### src/hw/rtl/gsr_pkg.sv
// shared types and constants of the gradient stop rectifier
package gsr_pkg;

	localparam int POS_W       = 16;
	localparam int MID_W       = 7;
	localparam int CHAN_W      = 16;
	localparam int OCHAN_W     = CHAN_W + 1;
	localparam int STOP_W      = 32;
	localparam int ZPOS_W      = 23;
	localparam int POS_SCALE   = 100;
	localparam int NO_EXTRA_MID = 50;
	localparam int QUEUE_DEPTH = 2;

	// register indexes
	localparam int REG_CHANNEL_MODE = 0;

	// stop candidates of one segment, in emission order
	typedef enum logic [2:0] {
		CAND_LEAD,
		CAND_PREV,
		CAND_MID,
		CAND_CUR,
		CAND_END,
		CAND_TOO_FEW
	} cand_t;

	localparam int NCAND = 6;

	// one classified segment waiting for the back end
	typedef struct packed {
		logic [NCAND-1:0]  mask;
		logic              mode;
		logic              last;
		logic [ZPOS_W-1:0] zprev;
		logic [ZPOS_W-1:0] zcur;
		logic [STOP_W-1:0] prod;
		logic [CHAN_W-1:0] prev_a;
		logic [CHAN_W-1:0] prev_b;
		logic [CHAN_W-1:0] prev_c;
		logic [CHAN_W-1:0] cur_a;
		logic [CHAN_W-1:0] cur_b;
		logic [CHAN_W-1:0] cur_c;
	} job_t;

	// one emitted stop
	typedef struct packed {
		logic [STOP_W-1:0]  position;
		logic [OCHAN_W-1:0] a;
		logic [OCHAN_W-1:0] b;
		logic [OCHAN_W-1:0] c;
		logic               run_last;
		logic               list_end;
		logic               too_few;
	} stop_t;

endpackage

### src/hw/rtl/gsr_front.sv
// front end: accepts segments, keeps the previous one and classifies stop candidates
module gsr_front #(
	parameter int unsigned END_POSITION = 409600
) (
	input  logic                        clk,
	input  logic                        arst_n,
	input  logic                        mode,
	input  logic                        in_valid,
	output logic                        in_ready,
	input  logic [gsr_pkg::POS_W-1:0]   position,
	input  logic [gsr_pkg::MID_W-1:0]   midpoint,
	input  logic [gsr_pkg::CHAN_W-1:0]  chan_a,
	input  logic [gsr_pkg::CHAN_W-1:0]  chan_b,
	input  logic [gsr_pkg::CHAN_W-1:0]  chan_c,
	input  logic                        last_segment,
	output logic                        push_valid,
	input  logic                        push_ready,
	output gsr_pkg::job_t               push_job
);
	import gsr_pkg::*;

	logic [POS_W-1:0]  prev_position_q;
	logic [MID_W-1:0]  prev_midpoint_q;
	logic [CHAN_W-1:0] prev_a_q;
	logic [CHAN_W-1:0] prev_b_q;
	logic [CHAN_W-1:0] prev_c_q;
	logic              have_prev_q;

	logic signed [POS_W:0]   diff;
	logic signed [POS_W+MID_W+1:0] prod_n;
	logic [ZPOS_W-1:0]       zcur;
	logic                    accept;

	assign in_ready   = push_ready;
	assign push_valid = in_valid;
	assign accept     = in_valid && push_ready;

	always_comb begin
		diff   = $signed({1'b0, position}) - $signed({1'b0, prev_position_q});
		prod_n = diff * $signed({1'b0, prev_midpoint_q});
		zcur   = ZPOS_W'(position) * ZPOS_W'(POS_SCALE);

		push_job        = '0;
		push_job.mode   = mode;
		push_job.last   = last_segment;
		push_job.zprev  = ZPOS_W'(prev_position_q) * ZPOS_W'(POS_SCALE);
		push_job.zcur   = zcur;
		push_job.prod   = {{(STOP_W-POS_W-MID_W-2){prod_n[POS_W+MID_W+1]}}, prod_n};
		push_job.prev_a = prev_a_q;
		push_job.prev_b = prev_b_q;
		push_job.prev_c = prev_c_q;
		push_job.cur_a  = chan_a;
		push_job.cur_b  = chan_b;
		push_job.cur_c  = chan_c;

		push_job.mask[CAND_TOO_FEW] = !have_prev_q && last_segment;
		push_job.mask[CAND_LEAD]    = !have_prev_q && !last_segment && mode
			&& (position != '0);
		push_job.mask[CAND_PREV]    = have_prev_q;
		push_job.mask[CAND_MID]     = have_prev_q
			&& (prev_midpoint_q != MID_W'(NO_EXTRA_MID));
		push_job.mask[CAND_CUR]     = have_prev_q && last_segment;
		push_job.mask[CAND_END]     = have_prev_q && last_segment
			&& ({{(STOP_W-ZPOS_W){1'b0}}, zcur} < STOP_W'(END_POSITION));
	end

	always_ff @(posedge clk or negedge arst_n) begin
		if (!arst_n) begin
			have_prev_q <= 1'b0;
		end else if (accept) begin
			have_prev_q <= !last_segment;
		end
	end

	always_ff @(posedge clk) begin
		if (accept) begin
			prev_position_q <= position;
			prev_midpoint_q <= midpoint;
			prev_a_q        <= chan_a;
			prev_b_q        <= chan_b;
			prev_c_q        <= chan_c;
		end
	end

endmodule

### src/hw/rtl/gsr_queue.sv
// short job queue between front and back end
module gsr_queue (
	input  logic           clk,
	input  logic           arst_n,
	input  logic           push_valid,
	output logic           push_ready,
	input  gsr_pkg::job_t  push_job,
	output logic           pop_valid,
	input  logic           pop,
	output gsr_pkg::job_t  pop_job
);
	import gsr_pkg::*;

	localparam int PTR_W = (QUEUE_DEPTH > 1) ? $clog2(QUEUE_DEPTH) : 1;
	localparam int CNT_W = $clog2(QUEUE_DEPTH + 1);

	job_t             entry_q [QUEUE_DEPTH];
	logic [PTR_W-1:0] wr_ptr_q;
	logic [PTR_W-1:0] rd_ptr_q;
	logic [CNT_W-1:0] count_q;
	logic             do_push;
	logic             do_pop;

	assign push_ready = count_q != CNT_W'(QUEUE_DEPTH);
	assign pop_valid  = count_q != '0;
	assign pop_job    = entry_q[rd_ptr_q];
	assign do_push    = push_valid && push_ready;
	assign do_pop     = pop && pop_valid;

	always_ff @(posedge clk or negedge arst_n) begin
		if (!arst_n) begin
			wr_ptr_q <= '0;
			rd_ptr_q <= '0;
			count_q  <= '0;
		end else begin
			if (do_push) begin
				wr_ptr_q <= (wr_ptr_q == PTR_W'(QUEUE_DEPTH - 1)) ? '0 : wr_ptr_q + 1'b1;
			end
			if (do_pop) begin
				rd_ptr_q <= (rd_ptr_q == PTR_W'(QUEUE_DEPTH - 1)) ? '0 : rd_ptr_q + 1'b1;
			end
			if (do_push && !do_pop) begin
				count_q <= count_q + 1'b1;
			end else if (do_pop && !do_push) begin
				count_q <= count_q - 1'b1;
			end
		end
	end

	always_ff @(posedge clk) begin
		if (do_push) begin
			entry_q[wr_ptr_q] <= push_job;
		end
	end

endmodule

### src/hw/rtl/gsr_back.sv
// back end: expands jobs into stops one per cycle while the stop output is not held, trims past the end position
module gsr_back #(
	parameter int unsigned END_POSITION = 409600
) (
	input  logic           clk,
	input  logic           arst_n,
	input  logic           job_valid,
	input  gsr_pkg::job_t  job,
	output logic           job_pop,
	output logic           out_valid,
	input  logic           out_ready,
	output gsr_pkg::stop_t out_stop
);
	import gsr_pkg::*;

	logic [NCAND-1:0] done_q;
	logic             trimmed_q;
	logic             out_valid_q;
	stop_t            stop_q;

	logic [NCAND-1:0] rem;
	logic [NCAND-1:0] sel_hot;
	cand_t            sel;
	logic             more;
	logic             is_tf;
	logic             drop;
	logic             emit;
	logic             advance;
	logic             fire;
	logic             ge;
	logic             is_last;
	stop_t            stop_d;

	always_comb begin
		rem = job.mask & ~done_q;
		sel = CAND_LEAD;
		for (int i = NCAND - 1; i >= 0; i--) begin
			if (rem[i]) begin
				sel = cand_t'(i);
			end
		end
		sel_hot = NCAND'(1) << sel;
		more    = |(rem & ~sel_hot);
		is_tf   = sel == CAND_TOO_FEW;

		stop_d = '0;
		unique case (sel)
			CAND_LEAD: begin
				stop_d.position = '0;
				stop_d.a = {job.cur_a, 1'b0};
				stop_d.b = {job.cur_b, 1'b0};
				stop_d.c = {job.cur_c, 1'b0};
			end
			CAND_PREV: begin
				stop_d.position = STOP_W'(job.zprev);
				stop_d.a = {job.prev_a, 1'b0};
				stop_d.b = {job.prev_b, 1'b0};
				stop_d.c = {job.prev_c, 1'b0};
			end
			CAND_MID: begin
				stop_d.position = STOP_W'(job.zprev) + job.prod;
				stop_d.a = OCHAN_W'(job.prev_a) + OCHAN_W'(job.cur_a);
				stop_d.b = OCHAN_W'(job.prev_b) + OCHAN_W'(job.cur_b);
				stop_d.c = OCHAN_W'(job.prev_c) + OCHAN_W'(job.cur_c);
			end
			CAND_CUR: begin
				stop_d.position = STOP_W'(job.zcur);
				stop_d.a = {job.cur_a, 1'b0};
				stop_d.b = {job.cur_b, 1'b0};
				stop_d.c = {job.cur_c, 1'b0};
			end
			CAND_END: begin
				stop_d.position = STOP_W'(END_POSITION);
				stop_d.a = {job.cur_a, 1'b0};
				stop_d.b = {job.cur_b, 1'b0};
				stop_d.c = {job.cur_c, 1'b0};
			end
			CAND_TOO_FEW: begin
				stop_d.position = '0;
			end
			default: begin
				stop_d.position = '0;
			end
		endcase

		// opacity mode carries one channel only
		if (job.mode) begin
			stop_d.b = '0;
			stop_d.c = '0;
		end

		ge      = !is_tf && (stop_d.position >= STOP_W'(END_POSITION));
		is_last = is_tf || !more || ge;
		stop_d.run_last = is_last;
		stop_d.too_few  = is_tf;
		stop_d.list_end = !is_tf && (ge || (job.last && is_last));

		advance = !out_valid_q || out_ready;
		drop    = job_valid && (rem != '0) && trimmed_q && !is_tf;
		emit    = job_valid && (rem != '0) && !(trimmed_q && !is_tf);
		fire    = emit && advance;
		job_pop = job_valid && ((rem == '0) || drop || (fire && is_last));
	end

	always_ff @(posedge clk or negedge arst_n) begin
		if (!arst_n) begin
			done_q      <= '0;
			trimmed_q   <= 1'b0;
			out_valid_q <= 1'b0;
		end else begin
			if (advance) begin
				out_valid_q <= emit;
			end
			if (job_pop) begin
				done_q <= '0;
			end else if (fire) begin
				done_q <= done_q | sel_hot;
			end
			if (job_pop && job.last) begin
				trimmed_q <= 1'b0;
			end else if (fire && ge) begin
				trimmed_q <= 1'b1;
			end
		end
	end

	always_ff @(posedge clk) begin
		if (fire) begin
			stop_q <= stop_d;
		end
	end

	assign out_valid = out_valid_q;
	assign out_stop  = stop_q;

	a_too_few_alone: assert property (@(posedge clk) disable iff (!arst_n)
		out_valid_q && stop_q.too_few |-> stop_q.run_last && !stop_q.list_end)
		else $error("too_few stop must close the run and not end the list");

	a_end_closes_run: assert property (@(posedge clk) disable iff (!arst_n)
		out_valid_q && stop_q.list_end |-> stop_q.run_last)
		else $error("list end without run end");

	a_trim_after_end: assert property (@(posedge clk) disable iff (!arst_n)
		fire && ge && !job.last |=> trimmed_q)
		else $error("trimming not armed after end position reached");

	a_done_in_mask: assert property (@(posedge clk) disable iff (!arst_n)
		job_valid |-> (done_q & ~job.mask) == '0)
		else $error("handled candidates outside the job mask");

endmodule

### src/hw/rtl/gradient_stop_rectifier_unit.sv
// top level of the gradient stop rectifier: stream ports, register port, front, queue, back
// a segment is written into the queue, and its stops then pass through the back end's output register to m_axis
// throughput: one stop per cycle while m_axis is not stalled; the back end holds one segment until
//   all its stops are emitted or trimmed, and also frees a segment with none; single output register
// reset: arst_n clears the held segment, trimming state, queue, output register and mode;
//   no clearing pass, items are taken right after reset
module gradient_stop_rectifier_unit #(
	parameter int unsigned END_POSITION = 409600
) (
	input  logic        clk,
	input  logic        arst_n,
	// segment stream
	input  logic        s_axis_tvalid,
	output logic        s_axis_tready,
	// position[15:0], midpoint[22:16], chan_a[38:23], chan_b[54:39], chan_c[70:55], pad
	input  logic [71:0] s_axis_tdata,
	// last_segment
	input  logic        s_axis_tlast,
	// stop stream
	output logic        m_axis_tvalid,
	input  logic        m_axis_tready,
	// stop_position[31:0], out_a[48:32], out_b[65:49], out_c[82:66], pad
	output logic [87:0] m_axis_tdata,
	// run_last
	output logic        m_axis_tlast,
	// list_end[0], too_few[1]
	output logic [1:0]  m_axis_tuser,
	// register port
	input  logic        psel,
	input  logic        penable,
	input  logic        pwrite,
	input  logic [2:0]  paddr,
	input  logic [31:0] pwdata,
	output logic [31:0] prdata,
	output logic        pready
);
	import gsr_pkg::*;

	localparam int IN_DATA_W  = 72;
	localparam int OUT_DATA_W = 88;
	localparam int OUT_PAD_W  = OUT_DATA_W - STOP_W - 3 * OCHAN_W;

	// register map: channel_mode at byte address 0

	logic  channel_mode_q;
	logic  reg_write;
	logic  push_valid;
	logic  push_ready;
	job_t  push_job;
	logic  pop_valid;
	logic  pop;
	job_t  pop_job;
	stop_t stop;

	// register port: write completes in the access phase, no wait states
	assign pready    = 1'b1;
	assign reg_write = psel && penable && pwrite && pready;

	always_ff @(posedge clk or negedge arst_n) begin
		if (!arst_n) begin
			channel_mode_q <= 1'b0;
		end else if (reg_write && (paddr[2] == 1'(REG_CHANNEL_MODE))) begin
			channel_mode_q <= pwdata[0];
		end
	end

	assign prdata = (paddr[2] == 1'(REG_CHANNEL_MODE)) ? {31'b0, channel_mode_q} : '0;

	// front: takes a segment transaction whenever the queue has room
	gsr_front #(
		.END_POSITION(END_POSITION)
	) u_front (
		.clk         (clk),
		.arst_n      (arst_n),
		.mode        (channel_mode_q),
		.in_valid    (s_axis_tvalid),
		.in_ready    (s_axis_tready),
		.position    (s_axis_tdata[15:0]),
		.midpoint    (s_axis_tdata[22:16]),
		.chan_a      (s_axis_tdata[38:23]),
		.chan_b      (s_axis_tdata[54:39]),
		.chan_c      (s_axis_tdata[70:55]),
		.last_segment(s_axis_tlast),
		.push_valid  (push_valid),
		.push_ready  (push_ready),
		.push_job    (push_job)
	);

	// decouples segment acceptance from stop emission
	gsr_queue u_queue (
		.clk       (clk),
		.arst_n    (arst_n),
		.push_valid(push_valid),
		.push_ready(push_ready),
		.push_job  (push_job),
		.pop_valid (pop_valid),
		.pop       (pop),
		.pop_job   (pop_job)
	);

	// back: walks the candidate stops of the head job, applies trimming
	gsr_back #(
		.END_POSITION(END_POSITION)
	) u_back (
		.clk      (clk),
		.arst_n   (arst_n),
		.job_valid(pop_valid),
		.job      (pop_job),
		.job_pop  (pop),
		.out_valid(m_axis_tvalid),
		.out_ready(m_axis_tready),
		.out_stop (stop)
	);

	// pack the stop transaction
	assign m_axis_tdata = {{OUT_PAD_W{1'b0}}, stop.c, stop.b, stop.a, stop.position};
	assign m_axis_tlast = stop.run_last;
	assign m_axis_tuser = {stop.too_few, stop.list_end};

	// pad bit of the segment stream carries nothing
	logic unused_pad;
	assign unused_pad = s_axis_tdata[IN_DATA_W-1] ^ ^pwdata[31:1] ^ ^paddr[1:0];

endmodule

### config.mk
export PLATFORM = sky130hd
export DESIGN_NAME = gradient_stop_rectifier_unit
export DESIGN_NICKNAME = d
export VERILOG_FILES = /design/src/hw/rtl/gsr_pkg.sv /design/src/hw/rtl/gsr_front.sv /design/src/hw/rtl/gsr_queue.sv /design/src/hw/rtl/gsr_back.sv /design/src/hw/rtl/gradient_stop_rectifier_unit.sv
export SDC_FILE = /design/constraint.sdc
export NUM_CORES = 1
export LEC_CHECK = 0
export ABC_AREA = 0
export ABC_CLOCK_PERIOD_IN_PS = 8900
export BUFFER_PORTS_ARGS = -buffer_cell sky130_fd_sc_hd__buf_2
export CORE_ASPECT_RATIO = 0.8
export CORE_MARGIN = 2
export CORE_UTILIZATION = 29
export DETAILED_ROUTE_END_ITERATION = 10
export GPL_ROUTABILITY_DRIVEN = 0
export HOLD_SLACK_MARGIN = 0.02
export MAX_ROUTING_LAYER = met4
export PLACE_DENSITY = 0.45
export SLEW_MARGIN = 20
export SYNTH_ARGS = -nofsm -noshare
export SYNTH_HDL_FRONTEND = slang
export SYNTH_SLANG_ARGS = --single-unit
### constraint.sdc
create_clock -name clk -period 8.9 [get_ports clk]
set_input_delay 1.78 -clock clk [delete_from_list [all_inputs] [get_ports clk]]
set_output_delay 1.78 -clock clk [all_outputs]
set_load 0.01 [all_outputs]
---- Word-level counts from Yosys, hierarchy flattened ----
Memories as Yosys holds them, arrays and structs flattened.
Cells that the tools add are included.
storage, ports and cells
  register bits ........................... 171
  bits of input ports ..................... 115
  word-level logic and storage cells ...... 119
  memories kept ........................... 1
  bits in writable memories ............... 356
memories
  name             words  bits a word  read ports  clocked after memory_dff  wr ports  line             text
  u_queue.entry_q  2      178          1           0                         1         gsr_queue.sv:17  job_t entry_q [QUEUE_DEPTH];
cells by class
  shift operators ......................... 1
  equality and inequality tests ........... 7
  bitwise logic cells ..................... 6
  magnitude comparators ................... 2
  $mul .................................... 3
  $add $sub $neg .......................... 9
  mux-type cells .......................... 19
  reductions and logical operators ........ 51
operators with widths
  kind                                                                                   count
  51-bit one-hot mux with 3 select lines                                                 1
  32-bit one-hot mux with 4 select lines                                                 1
  16-bit by 16-bit adder with 17-bit output                                              3
  16-bit by 5-bit multiplier with 21-bit output, second input constant                   2
  23-bit by 32-bit adder with 32-bit output                                              1
  32-bit by 19-bit greater-or-equal comparator with 1-bit output, second input constant  1
  1-bit logical AND                                                                      27
  17-bit by 8-bit multiplier with 25-bit output                                          1
  23-bit by 19-bit < comparator with 1-bit output, second input constant                 1
  3-bit 2-to-1 mux                                                                       6
  16-bit by 16-bit subtractor with 17-bit output                                         1
  16-bit nonzero test                                                                    1
  6-bit AND                                                                              2
  6-bit 2-to-1 mux                                                                       2
  6-bit NOT                                                                              2
  1-bit zero test                                                                        8
  2-bit nonzero test                                                                     4
  1-bit 2-to-1 mux                                                                       7
  7-bit by 6-bit != test with 1-bit output, second input constant                        1
  3-bit by 2-bit == test with 1-bit output, second input constant                        2
  3-bit == test, second input constant                                                   2
  6-bit zero test                                                                        1
  1-bit logical OR                                                                       6
  6-bit OR                                                                               1
  other kinds (12)                                                                       14

---- Logic depth before layout (Yosys ltp) ----
Gate-level depths: netlist of run 1.
  depth in word-level cells ............... 22
  depth in mapped cells ................... 29
  mapped depth without buffers ............ 29

---- Cells and area by module ----
A second synthesis of run 1 with hierarchy kept.
second synthesis, totals
  cells, all modules ...................... 2679
  area total of the unflattened synthesis .. 33118.0 sq um
modules (own cells, without submodules)
  module                        cells each  seq. area each (sq um)  area each (sq um)  instances
  gsr_queue                     584         11030.6                 13392.8            1
  gsr_front                     1192        2157.1                  11292.1            1
  gsr_back                      860         2782.7                  8094.0             1
  gradient_stop_rectifier_unit  43          25.0                    339.1              1

---- Least setup slack after synthesis of run 1 ----
Ideal clock, no wire load.
  path type ............................... input-to-reg
  from .................................... in s_axis_tvalid
  to ...................................... mem u_queue.entry_q[0][0] in the netlist's numbering (enable)
  data arrival time ....................... 8992 ps
  stages on the path ...................... 2
  path slack .............................. -797 ps
  path buffers ............................ 0
  cells stage by stage .................... nand2_1 > nor2_1
on the way
  longest elaborated chain between the ends .. 3
RTL lines
  what                                    line                                text
  start, declared                         gradient_stop_rectifier_unit.sv:13  input logic s_axis_tvalid,
  1-bit logical AND                       gsr_queue.sv:27                     assign do_push = push_valid && push_ready;
  1-bit 2-to-1 mux                        gsr_queue.sv:51                     if (do_push) begin
  1-bit 2-to-1 mux (not written as such)  gsr_queue.sv:52                     entry_q[wr_ptr_q] <= push_job;
  end, declared                           gsr_queue.sv:17
Every way passes these cells.

==> metrics.md, run 1 <==
| Metric | Value |
|---|---|
| Die area | `108800 sq um` |
| Relative slew margins | `30.73%` |
| Post-synth EDFFs | `499` |
| 1st-iter DRT viols | `between 1000 and 1500` |
| Core footprint | `~100000 sq um` |
| CTS Buf Count | `58` |
| Die height | `a little under 300 um` |
| Hold Buf Count CTS | `0` |
| Max Freq | `122.1 MHz` |
| Starting Density | `29.34%` |
| CP startpoint | `s_axis_tdata[0]` |
| Row count | `106` |
| Worst slew pin tran | `1.033 ns` |
| I/O Buffers | `around 170` |
| Total gr overflow | `0` |
| Tot GR Track Use | `14.21%` |
| Hold WC Path Type | `reg2reg` |
| Max-cap check violation count | `0` |
| Wirelength per Cell | `about 18 um` |
| ANT nets after route | `0` |
| CTS tree | `yes` |
| Crit path time final | `8.188 ns` |
| Layout cells sized above 1 | `17.56%` |
| Final hold violations | `0` |
| Die width | `~370 um` |
| Post-CTS sizing | `0` |
| Worst-Skew Late Latency | `0.66 ns` |
| Worst R2R End | `u_queue.entry_q[0][119]` |
| Clk pin slew, worst setup/hold paths | `0.06 ns` |
| Post-DP HPWL | `53410 um` |
| First-pass GRT wire length | `117100 um` |
| Vias in the first global route | `20420` |
| Initial antenna violation count | `17` |
| WP data required | `approximately 9.3 ns` |
| Critical path startpoint category | `input port` |
| CP max FO | `6` |
| Sink Count | `~510` |
| Crit end category | `flop` |
| Mean Syn Cell Area | `12.59 sq um` |
| Finished Core Util | `33.78%` |
| Drt pass-1 iters | `5` |
| Nets@finish | `3128` |
| Synth unique cells | `93` |
| Status | `completed` |
| Area growth syn-to-layout | `15.15%` |
| RR Startpoint | `u_front.prev_position_q[0]` |
| Pins Over Slew Limit | `0` |
| Post-Syn Area | `between 30000 and 40000 sq um` |
| Tcrit/Tclk final | `92.00%` |
| WHS | `0.4153 ns` |
| Synthesized instance count | `2445` |
| CP dominant cell by count | `a21oi_1` |
| Largest net degree at the start of global routing | `144` |
| Highest cell delay on the worst timing path | `0.54 ns` |
| TNS Setup | `0 ns` |
| Dpl cells | `3989` |
| IO Count | `241` |
| RSZ-0062 raised after global routing | `false` |
| Fin cells | `4109` |
| Post-synth ARST share | `2.729%` |
| Post-synth top flop | `edfxtp_1` |
| Final setup fails | `0` |
| Routed via count | `~19000` |
| DRC | `0` |
| CP arrival | `8.56 ns` |
| CP max stage cell | `o41ai_1` |
| Synth area leader | `edfxtp_1` |
| Detailed Route WL | `about 75000 um` |
| Seq cells post-synth | `513` |
| Drt via density | `4.629` |
| Reg2Reg Depth | `28` |
| Yosys warns | `0` |
| CTS H-tree lvls | `2` |
| Crit path to | `u_queue.entry_q[0][119]` |
| Yosys top cell area share | `48.68%` |
| Synth top area cells | `edfxtp_1, ha_1, fa_1` |
| Skew final | `roughly 0.050 ns` |
| CTS root buf | `clkbuf_16` |
| Setup Fix Bufs, Post-CTS | `0` |
| Post-synthesis sequential area ratio | `between 40% and 50%` |
| Crit Path Category | `in2reg` |
| Clock tree buffer depth | `3` |
| R2R Setup Slk | `1.54 ns` |
layout make-up:
cell class,count,area (sq um)
Antenna cell,12,30.03
Clock buffer,69,1533
Clock inverter,39,599.3
Fill cell,10370,69470
Inverter,272,1025
Multi-Input combinational cell,1597,14030
Sequential cell,513,15340
Tap cell,1404,1757
Timing Repair Buffer,203,1130
worst min path at each step:
| stage | from | to | slack [ns] | cells after the start |
|---|---|---|---|---|
| floorplan | u_front.prev_c_q[0] | u_queue.entry_q[0][48] | 0.42 | 0 |
| global placement | u_front.prev_c_q[15] | u_queue.entry_q[0][63] | 0.42 | 0 |
| detailed placement | u_front.prev_a_q[2] | u_queue.entry_q[1][82] | 0.43 | 0 |
| CTS | u_front.prev_a_q[5] | u_queue.entry_q[1][85] | 0.41 | 0 |
| global route | u_front.prev_a_q[5] | u_queue.entry_q[1][85] | 0.42 | 0 |
| finish | u_front.prev_a_q[6] | u_queue.entry_q[0][86] | 0.42 | 0 |
worst max-delay path, delay by kind of cell:
| kind | cells | cell delay (ns) |
|---|---|---|
| xor+xnor | 2 | 0.57 |
| buf+inv | 6 | 0.47 |
| fa+ha+maj | 7 | 2.88 |
| compound gates | 12 | 2.41 |
| simple gates | 3 | 0.46 |
cell usage after synthesis (11+ instances only):
cell type and count:
and2_1 97, dfrtp_1 14, buf_4 39, nor3_1 31
ha_1 250, o21ai_0 58, or3_1 11, fa_1 118
nor2_1 103, a211oi_1 11, nor2b_1 29, o21a_1 19
xor2_1 39, a21oi_1 99, inv_1 272, mux2_2 137
nand3_1 40, nand2b_1 12, mux2i_1 36, a21o_1 33
buf_2 16, edfxtp_1 499, clkbuf_1 31, xnor2_1 76
o21bai_1 17, and3_1 15, a222oi_1 28, nand2_1 112
o211ai_1 13
metrics by stage:
| step | area (sq um) | worst slack, ns |
|---|---|---|
| global route | 35440 | 0.2448 |
| detailed placement | 33280 | 0.06118 |
| floorplan | 30910 | 1.008 |
| finish | 35440 | 0.7118 |
| CTS | 35410 | 0.7008 |
| global placement | 33270 | 0.1026 |
cells by family after synthesis:
family | after synthesis | share of synthesized area [%]
DFF | 513 | 49.82
and+or+nand+nor | 506 | 8.574
xor gates and xnor gates | 115 | 3.273
AOI/OAI and AO/OA | 397 | 9.135
muxes | 174 | 6.228
buffers and inverters | 370 | 5.106
other | 2 | 0.02440
adders and majority gates | 368 | 17.84
routing by layer:
layer	vias to the layer above	wire length, um	GRT usage, %
li1	9190	-	-
met2	319	35070	23.29
met4	0	1506	3.235
met5	-	0	-
met1	9409	35280	18.20
met3	101	3388	2.724
flip-flops by register name (all words and copies together) (netlist names), 2 cells and up:
signal,flops
u_back.done_q,6
u_queue.entry_q,342
u_front.prev_b_q,16
u_back.out_stop,86
u_front.prev_c_q,16
u_queue.count_q,2
u_front.prev_a_q,16
u_front.prev_midpoint_q,7
u_front.prev_position_q,16
cells in the final DEF (no fill, tap or decap), types with 36 or more instances in the layout:
cell / count
ha_1: 250
mux2i_1: 36
clkbuf_16: 58
xnor2_1: 76
xor2_1: 39
a21oi_1: 99
fa_1: 118
mux2_2: 137
inv_1: 270
edfxtp_1: 499
nand2_1: 112
o21ai_0: 58
nor2_1: 101
and2_1: 97
buf_2: 169
nand3_1: 40
conb_1: 37
Power of run 1 is not shown: default switching activity piles up to over one toggle a cycle in this logic, so the estimate is an artifact.
==> run 2: changes to the inputs <==
- ABC_CLOCK_PERIOD_IN_PS: 8900 -> 9600
- CORE_UTILIZATION: 29 -> 35
- PLACE_DENSITY: 0.45 -> 0.5
- clock period: 8.9 -> 9.6 ns (I/O delays scaled with it)
==> metrics.md, run 2 (synthesized netlist as in run 1, its figures left out) <==
| Metric | Value |
|---|---|
| CP max stage cell | `fa_1` |
| Fillers | `8239` |
| CTS Buf Count | `57` |
| Hold Buf Count CTS | `0` |
| Initial antenna violation count | `11` |
| DRC | `0` |
| Commonest non-fill, non-tap cell in the layout | `edfxtp_1` |
| Status | `completed` |
| Reg2Reg Depth | `28` |
| Row count | `between 90 and 100` |
| Clk pin slew, worst setup/hold paths | `0.06 ns` |
| Clock tree buffer depth | `3` |
| Post-DP HPWL | `51330 um` |
| Worst-Skew Late Latency | `0.64 ns` |
| Setup Fix Bufs, Post-CTS | `0` |
| ANT nets after route | `0` |
| Die height | `269.2 um` |
| Nets@finish | `3113` |
| Die area | `90340 sq um` |
| Most flops, register | `u_queue.entry_q` |
| Sink Count | `around 510` |
| Relative slew margins | `30.11%` |
| I/O Buffers | `169` |
| First-pass GRT wire length | `113900 um` |
| Worst R2R End | `u_queue.entry_q[1][127]` |
| Hold WC Path Type | `reg2reg` |
| Core footprint | `87380 sq um` |
| TNS Setup | `0 ns` |
| Hold path startpoint | `u_front.prev_a_q[11]` |
| Die width | `335.5 um` |
| Tcrit/Tclk final | `88.03%` |
| Drt pass-1 iters | `7` |
| Most frequent cells in the layout | `edfxtp_1, inv_1, ha_1, buf_2, mux2_2` |
| CTS root buf | `clkbuf_16` |
| Final setup fails | `0` |
| Total gr overflow | `0` |
| Drt via density | `~5` |
| Crit end category | `flop` |
| CP arrival | `8.84 ns` |
| Worst slew pin tran | `about 1.0 ns` |
| RSZ-0062 raised after global routing | `false` |
| RR Startpoint | `u_front.prev_position_q[0]` |
| Layout cells sized above 1 | `between 10% and 20%` |
| Crit Path Category | `in2reg` |
| WP data required | `9.99 ns` |
| Pins Over Slew Limit | `0` |
| Post-CTS sizing | `0` |
| CTS H-tree lvls | `2` |
| Skew final | `0.03448 ns` |
| Max-cap check violation count | `0` |
| CP dominant cell by count | `a21oi_1` |
| Max Freq | `118.3 MHz` |
| Vias in the first global route | `20220` |
| R2R Setup Slk | `approximately 2.3 ns` |
| Number of flip-flops under the largest register name | `342` |
| Area growth syn-to-layout | `13.39%` |
| Hold path cells | `0` |
| Critical path startpoint category | `input port` |
| Highest cell delay on the worst timing path | `between 0.5 and 0.6 ns` |
| CTS tree | `yes` |
| CP max FO | `7` |
| Hold Path Sink | `u_queue.entry_q[0][91]` |
| Detailed Route WL | `73010 um` |
| Largest net degree at the start of global routing | `141` |
| IO Count | `241` |
| Starting Density | `between 30% and 40%` |
| Wirelength per Cell | `between 15 and 20 um` |
| Crit path time final | `8.451 ns` |
| Routed via count | `between 15000 and 20000` |
| Final hold violations | `0` |
| Tot GR Track Use | `about 17%` |
| 1st-iter DRT viols | `around 1100` |
## run 2: area by class of cell
type	count	area, sq um	area share, %
Antenna cell	7	17.52	0.05019
Clock buffer	65	1478	4.234
Clock inverter	41	554.3	1.588
Inverter	272	1025	2.936
Multi-Input combinational cell	1597	14030	40.20
Sequential cell	513	15340	43.95
Tap cell	1138	1424	4.080
Timing Repair Buffer	189	1033	2.961
## run 2: routing by layer
metal	track usage [%]	share of wire (%)	wire (um)	up-vias
li1	-	-	-	9166
met1	21.98	47	34210	9461
met2	26.71	47	34080	350
met3	2.654	4.5	3310	96
met4	3.753	1.9	1408	0
met5	-	0	0	-
## run 2: critical path, delay by kind of cell
kind,cells,cell delay [ns]
compound gates,13,2.36
xor+xnor,2,0.62
fa+ha+maj,7,2.95
buf+inv,6,0.55
simple gates,2,0.42
## run 2: worst max-delay path by stage
| stage | from | end | cells past startpoint |
|---|---|---|---|
| after detailed placement | s_axis_tdata[0] | u_queue.entry_q[0][119] | 31 |
| final | s_axis_tdata[0] | u_queue.entry_q[1][127] | 30 |
| after CTS | s_axis_tdata[0] | u_queue.entry_q[1][119] | 31 |
| after global placement | s_axis_tdata[0] | u_queue.entry_q[0][119] | 31 |
| after floorplan | s_axis_tdata[0] | u_queue.entry_q[0][119] | 29 |
| after global routing | s_axis_tdata[0] | u_queue.entry_q[1][119] | 31 |
## run 2: metrics by stage
step | std cells | setup WS, ns | util (%) | cell area [sq um] | hold slack, ns
floorplan | 2480 | 1.568 | - | 30910 | 0.4215
global placement | 3708 | 0.5832 | 37.57 | 32830 | 0.4222
detailed placement | 3708 | 0.5328 | 37.57 | 32830 | 0.4296
CTS | 3814 | 1.158 | 39.89 | 34860 | 0.4345
global route | 3820 | 0.7647 | 39.93 | 34890 | 0.4505
finish | 3822 | 1.149 | 39.94 | 34900 | 0.4253
Power of run 2 is left out for the same reason.
